File: src/hdl/bfa_pkg.sv
// ----------------------------------------------------------------------------
// bfa_pkg
// Types and fixed constants of the best-fit block allocator.
// ----------------------------------------------------------------------------
`default_nettype none

package bfa_pkg;

	// Widths of the payload and configuration fields.
	localparam int REQ_W      = 16;
	localparam int REQ_UNIT_W = 13;
	localparam int CFG_W      = 13;
	localparam int OFFSET_W   = 16;

	// Byte requests are rounded up to whole 16-byte units.
	localparam logic [3:0] ROUND_ADD   = 4'hf;
	localparam int         UNIT_SHIFT  = 4;
	localparam int         RESET_UNITS = 4096;
	localparam int         MIN_UNITS   = 2;

	typedef enum logic [2:0] {
		ST_IDLE,
		ST_WALK,
		ST_WR_BEST,
		ST_WR_REST,
		ST_DONE
	} bfa_state_t;

	typedef struct packed {
		logic start;
		logic walk;
		logic wr_best;
		logic wr_rest;
		logic load_out;
	} bfa_cmd_t;

	typedef struct packed {
		logic zero_req;
		logic chain_end;
		logic found;
		logic split;
	} bfa_status_t;

endpackage

`default_nettype wire

File: src/hdl/bfa_ctrl.sv
// ----------------------------------------------------------------------------
// bfa_ctrl
// Sequencer of the allocator: accept, chain walk, header writes, result.
// ----------------------------------------------------------------------------
`default_nettype none

module bfa_ctrl (
	input  wire                   clk,
	input  wire                   arst_n,
	input  wire                   in_valid,
	output logic                  in_ready,
	output logic                  out_valid,
	input  wire                   out_ready,
	output bfa_pkg::bfa_cmd_t     cmd,
	input  wire bfa_pkg::bfa_status_t status
);

	bfa_pkg::bfa_state_t state_q;
	bfa_pkg::bfa_state_t state_d;
	logic                out_valid_q;

	assign out_valid = out_valid_q;

	always_ff @(posedge clk or negedge arst_n) begin
		if (!arst_n) begin
			state_q <= bfa_pkg::ST_IDLE;
		end else begin
			state_q <= state_d;
		end
	end

	always_comb begin
		state_d  = state_q;
		cmd      = '0;
		in_ready = 1'b0;
		unique case (state_q)
			bfa_pkg::ST_IDLE: begin
				in_ready = 1'b1;
				if (in_valid) begin
					cmd.start = 1'b1;
					state_d   = status.zero_req ? bfa_pkg::ST_DONE : bfa_pkg::ST_WALK;
				end
			end
			bfa_pkg::ST_WALK: begin
				cmd.walk = 1'b1;
				if (status.chain_end) begin
					state_d = bfa_pkg::ST_WR_BEST;
				end
			end
			bfa_pkg::ST_WR_BEST: begin
				if (status.found) begin
					cmd.wr_best = 1'b1;
					state_d     = status.split ? bfa_pkg::ST_WR_REST : bfa_pkg::ST_DONE;
				end else begin
					state_d = bfa_pkg::ST_DONE;
				end
			end
			bfa_pkg::ST_WR_REST: begin
				cmd.wr_rest = 1'b1;
				state_d     = bfa_pkg::ST_DONE;
			end
			bfa_pkg::ST_DONE: begin
				// The result register may still hold the previous word.
				if (!out_valid_q || out_ready) begin
					cmd.load_out = 1'b1;
					state_d      = bfa_pkg::ST_IDLE;
				end
			end
			default: begin
				state_d = bfa_pkg::ST_IDLE;
			end
		endcase
	end

	always_ff @(posedge clk or negedge arst_n) begin
		if (!arst_n) begin
			out_valid_q <= 1'b0;
		end else if (cmd.load_out) begin
			out_valid_q <= 1'b1;
		end else if (out_ready) begin
			out_valid_q <= 1'b0;
		end
	end

`ifndef SYNTHESIS
	a_rest_after_best: assert property (@(posedge clk) disable iff (!arst_n)
		cmd.wr_rest |-> $past(cmd.wr_best))
		else $error("tail header written without a preceding head write");

	a_best_after_walk: assert property (@(posedge clk) disable iff (!arst_n)
		cmd.wr_best |-> $past(cmd.walk))
		else $error("head header written without a finished walk");

	a_no_overwrite: assert property (@(posedge clk) disable iff (!arst_n)
		cmd.load_out |-> (!out_valid_q || out_ready))
		else $error("result register overwritten while its word waits");

	a_walk_only_busy: assert property (@(posedge clk) disable iff (!arst_n)
		cmd.walk |-> !in_ready && !cmd.load_out)
		else $error("walk overlaps accept or result load");
`endif

endmodule

`default_nettype wire

File: config.mk
export PLATFORM = sky130hd
export DESIGN_NAME = bfa_ctrl
export DESIGN_NICKNAME = d
export VERILOG_FILES = /design/src/hdl/bfa_pkg.sv /design/src/hdl/bfa_ctrl.sv
export SDC_FILE = /design/constraint.sdc
export NUM_CORES = 1
export LEC_CHECK = 0
export ABC_AREA = 1
export ABC_CLOCK_PERIOD_IN_PS = 900
export BUFFER_PORTS_ARGS = -buffer_cell sky130_fd_sc_hd__buf_2
export CAP_MARGIN = 10
export CORE_AREA = 2 2 39 41
export DETAILED_ROUTE_END_ITERATION = 10
export DIE_AREA = 0 0 41 43
export PLACE_DENSITY_LB_ADDON = 0.2
export SLEW_MARGIN = 5
export SYNTH_ARGS = -nofsm -noshare
export SYNTH_HDL_FRONTEND = slang
export SYNTH_SLANG_ARGS = --single-unit
File: constraint.sdc
create_clock -name clk -period 0.9 [get_ports clk]
set_input_delay 0.135 -clock clk [delete_from_list [all_inputs] [get_ports clk]]
set_output_delay 0.135 -clock clk [all_outputs]
set_load 0.005 [all_outputs]
==> impl_metrics.json <==
{
  "ys_seq_elements": 4,
  "placementRows": 14,
  "p_leak_nw": 0.306,
  "violations": "setup timing",
  "drcViolationCount": 0,
  "post_drt_wl_per_cell_um": 8.47,
  "hold_violations": 0,
  "syn_nets": 54,
  "syn_area_per_cell_um2": 6.72,
  "crit_fanout": 4,
  "gp_congestion": 0.706,
  "tns_ns": -2.30,
  "slowest_delay_ns": 0.40,
  "setup.worst_path.end_class": "register",
  "tightest_slew_ns": 0.170,
  "syn_inst": 46,
  "start_util": 0.223,
  "whs_ns": 0.133,
  "die_x_um": 41,
  "fin_skew_ns": 0.00272,
  "finalCritPeriodShare": 1.31,
  "hold_path_class": "in2reg",
  "seq_area_um2": 101,
  "final_cell_mix": "buf_2, inv_2, nand2_1, buf_4",
  "grt_pass1_vias": 349,
  "worstPathArrival_ns": 1.30,
  "drive_above_1_share": 0.616,
  "multi_input_area_um2": 176,
  "grt_max_degree": 7,
  "cts_tree": "built",
  "setup_viol": 9,
  "final_util": 0.381,
  "root_buffer": "clkbuf_4",
  "path_buf_inv": 4,
  "cts_buffers": 3,
  "antenna_found_initial": 0,
  "die-area_um2": 1760,
  "crit_path_cell_trace": "nor2_4, buf_4, buf_6, nand3_2, nand2_2, inv_2, o21ai_2, inv_2",
  "outcome": "finished with violations",
  "htreeDepth": 1,
  "final_area_um2": 527,
  "period_needed_ns": 1.18,
  "cp-start-kind": "register",
  "grt-ovfl-total": 0,
  "path_common_cell": "inv_2",
  "vias": 370,
  "fmax_ghz": 0.846,
  "clk_pin_slew_ns": 0.04,
  "grt_first_pass_wirelength_um": 1240,
  "synth_warnings": 0,
  "finalWirelength_um": 754,
  "max-slew-margin-rel": 0.887,
  "yosysSeqAreaShare": 0.324,
  "clockBufferDepth": 2,
  "cts_sinks": 4,
  "core_area_um2": 1380,
  "crit_type": "reg2reg",
  "synth_top_area_share": 0.324,
  "synth_area_leaders": "dfrtp_1, nand2_1, inv_1",
  "peakVddDrop_uv": 1130,
  "synth_area_leader_cell": "dfrtp_1",
  "power_density_nw_per_um2": 3020,
  "worst_slack_ns": -0.282,
  "area_delta_synth_final_pct": 70.4,
  "cp.required_ns": 1.02,
  "insertion_delay_ns": 0.23,
  "dp_hpwl_um": 561,
  "viasPerCell": 4.16,
  "synthDistinctLibCells": 16,
  "dpl-instance-area_um2": 422,
  "track_usage": 0.107,
  "final_common_cell": "buf_2",
  "maxCapViolCount": 0,
  "crit_path_top_delay_cell": "dfrtp_1",
  "nets": 83,
  "synth_area_um2": 309,
  "portBuffers": 14,
  "slew_violations": 0,
  "fillers": 150,
  "rsz0062_at_grt": "yes",
  "drtIter0Drc": 2,
  "first_pass_iters": 2,
  "die_h_um": 43,
  "diodes": 0,
  "io_pins": 15,
  "crit_family": "flip-flops",
  "ant_nets": 0
}
==> power by group <==
part / switching, mW / internal (mW) / leakage (nW)
Clock: 0.0669 / 0.149 / 0.0138
Sequential: 0.0808 / 0.257 / 0.0509
Combinational: 0.507 / 0.530 / 0.241
==> logic make-up (layout without fill, tap and decap cells) <==
family	after synthesis	after routing	share of synthesized area
AOI/OAI and AO/OA	3	3	0.0607
buffers and inverters	12	39	0.146
DFF	4	4	0.324
and+or+nand+nor	27	27	0.470
==> flip-flops by register name, summed over array words and instances, names as in the netlist <==
| name | flops |
|---|---|
| out_valid | 1 |
| state_q | 3 |
==> routing by layer <==
| layer | global-route usage | share of wire | vias to the layer above |
|---|---|---|---|
| li1 | - | - | 198 |
| met1 | 0.110 | 0.43 | 167 |
| met2 | 0.169 | 0.53 | 5 |
| met3 | 0.0157 | 0.040 | 0 |
| met4 | 0.100 | 0 | 0 |
| met5 | 0 | 0 | - |
==> Yosys cell counts, drive strengths merged <==
cell and number:
nand3 5, o21ai 2, nor3 1, a21oi 1, inv 12, nand3b 1, nor2 8, nand2 10
dfrtp 4, nand4 2
==> final timing paths <==
path,start,to,slack [ns],cells past startpoint
min in group asynchronous,arst_n,out_valid,0.24,2
setup / recovery,state_q[1],state_q[0],-0.28,8
hold / removal,out_ready,out_valid,0.13,2
max in group asynchronous,arst_n,state_q[0],0.53,2
hold reg to reg,out_valid,out_valid,0.56,2
setup reg to reg,state_q[1],state_q[0],-0.28,8
==> final cells by class <==
cell class                      count  area share
Timing Repair Buffer               24       0.306
Clock buffer                        3      0.0428
Inverter                           12      0.0855
Multi-Input combinational cell     30       0.335
Sequential cell                     4       0.192
Tap cell                           16      0.0380
==> through the flow <==
stage	setup WS, ns	std cells	total power, mW
floorplan	-0.0791	46	0.812
global placement	-0.145	79	1.07
detailed placement	-0.160	79	1.07
CTS	-0.308	86	1.44
global route	-0.365	89	1.77
finish	-0.282	89	1.59
==> repair_timing <==
action                                 4_1_cts  5_1_grt
buffers inserted                             3        3
pin swaps                                    2        5
resized for setup                            5        5
endpoints found under the hold margin        4        0
hold buffers                                 1        0
setup endpoints to repair                    9       10
Power figures use the tool's default switching activity.
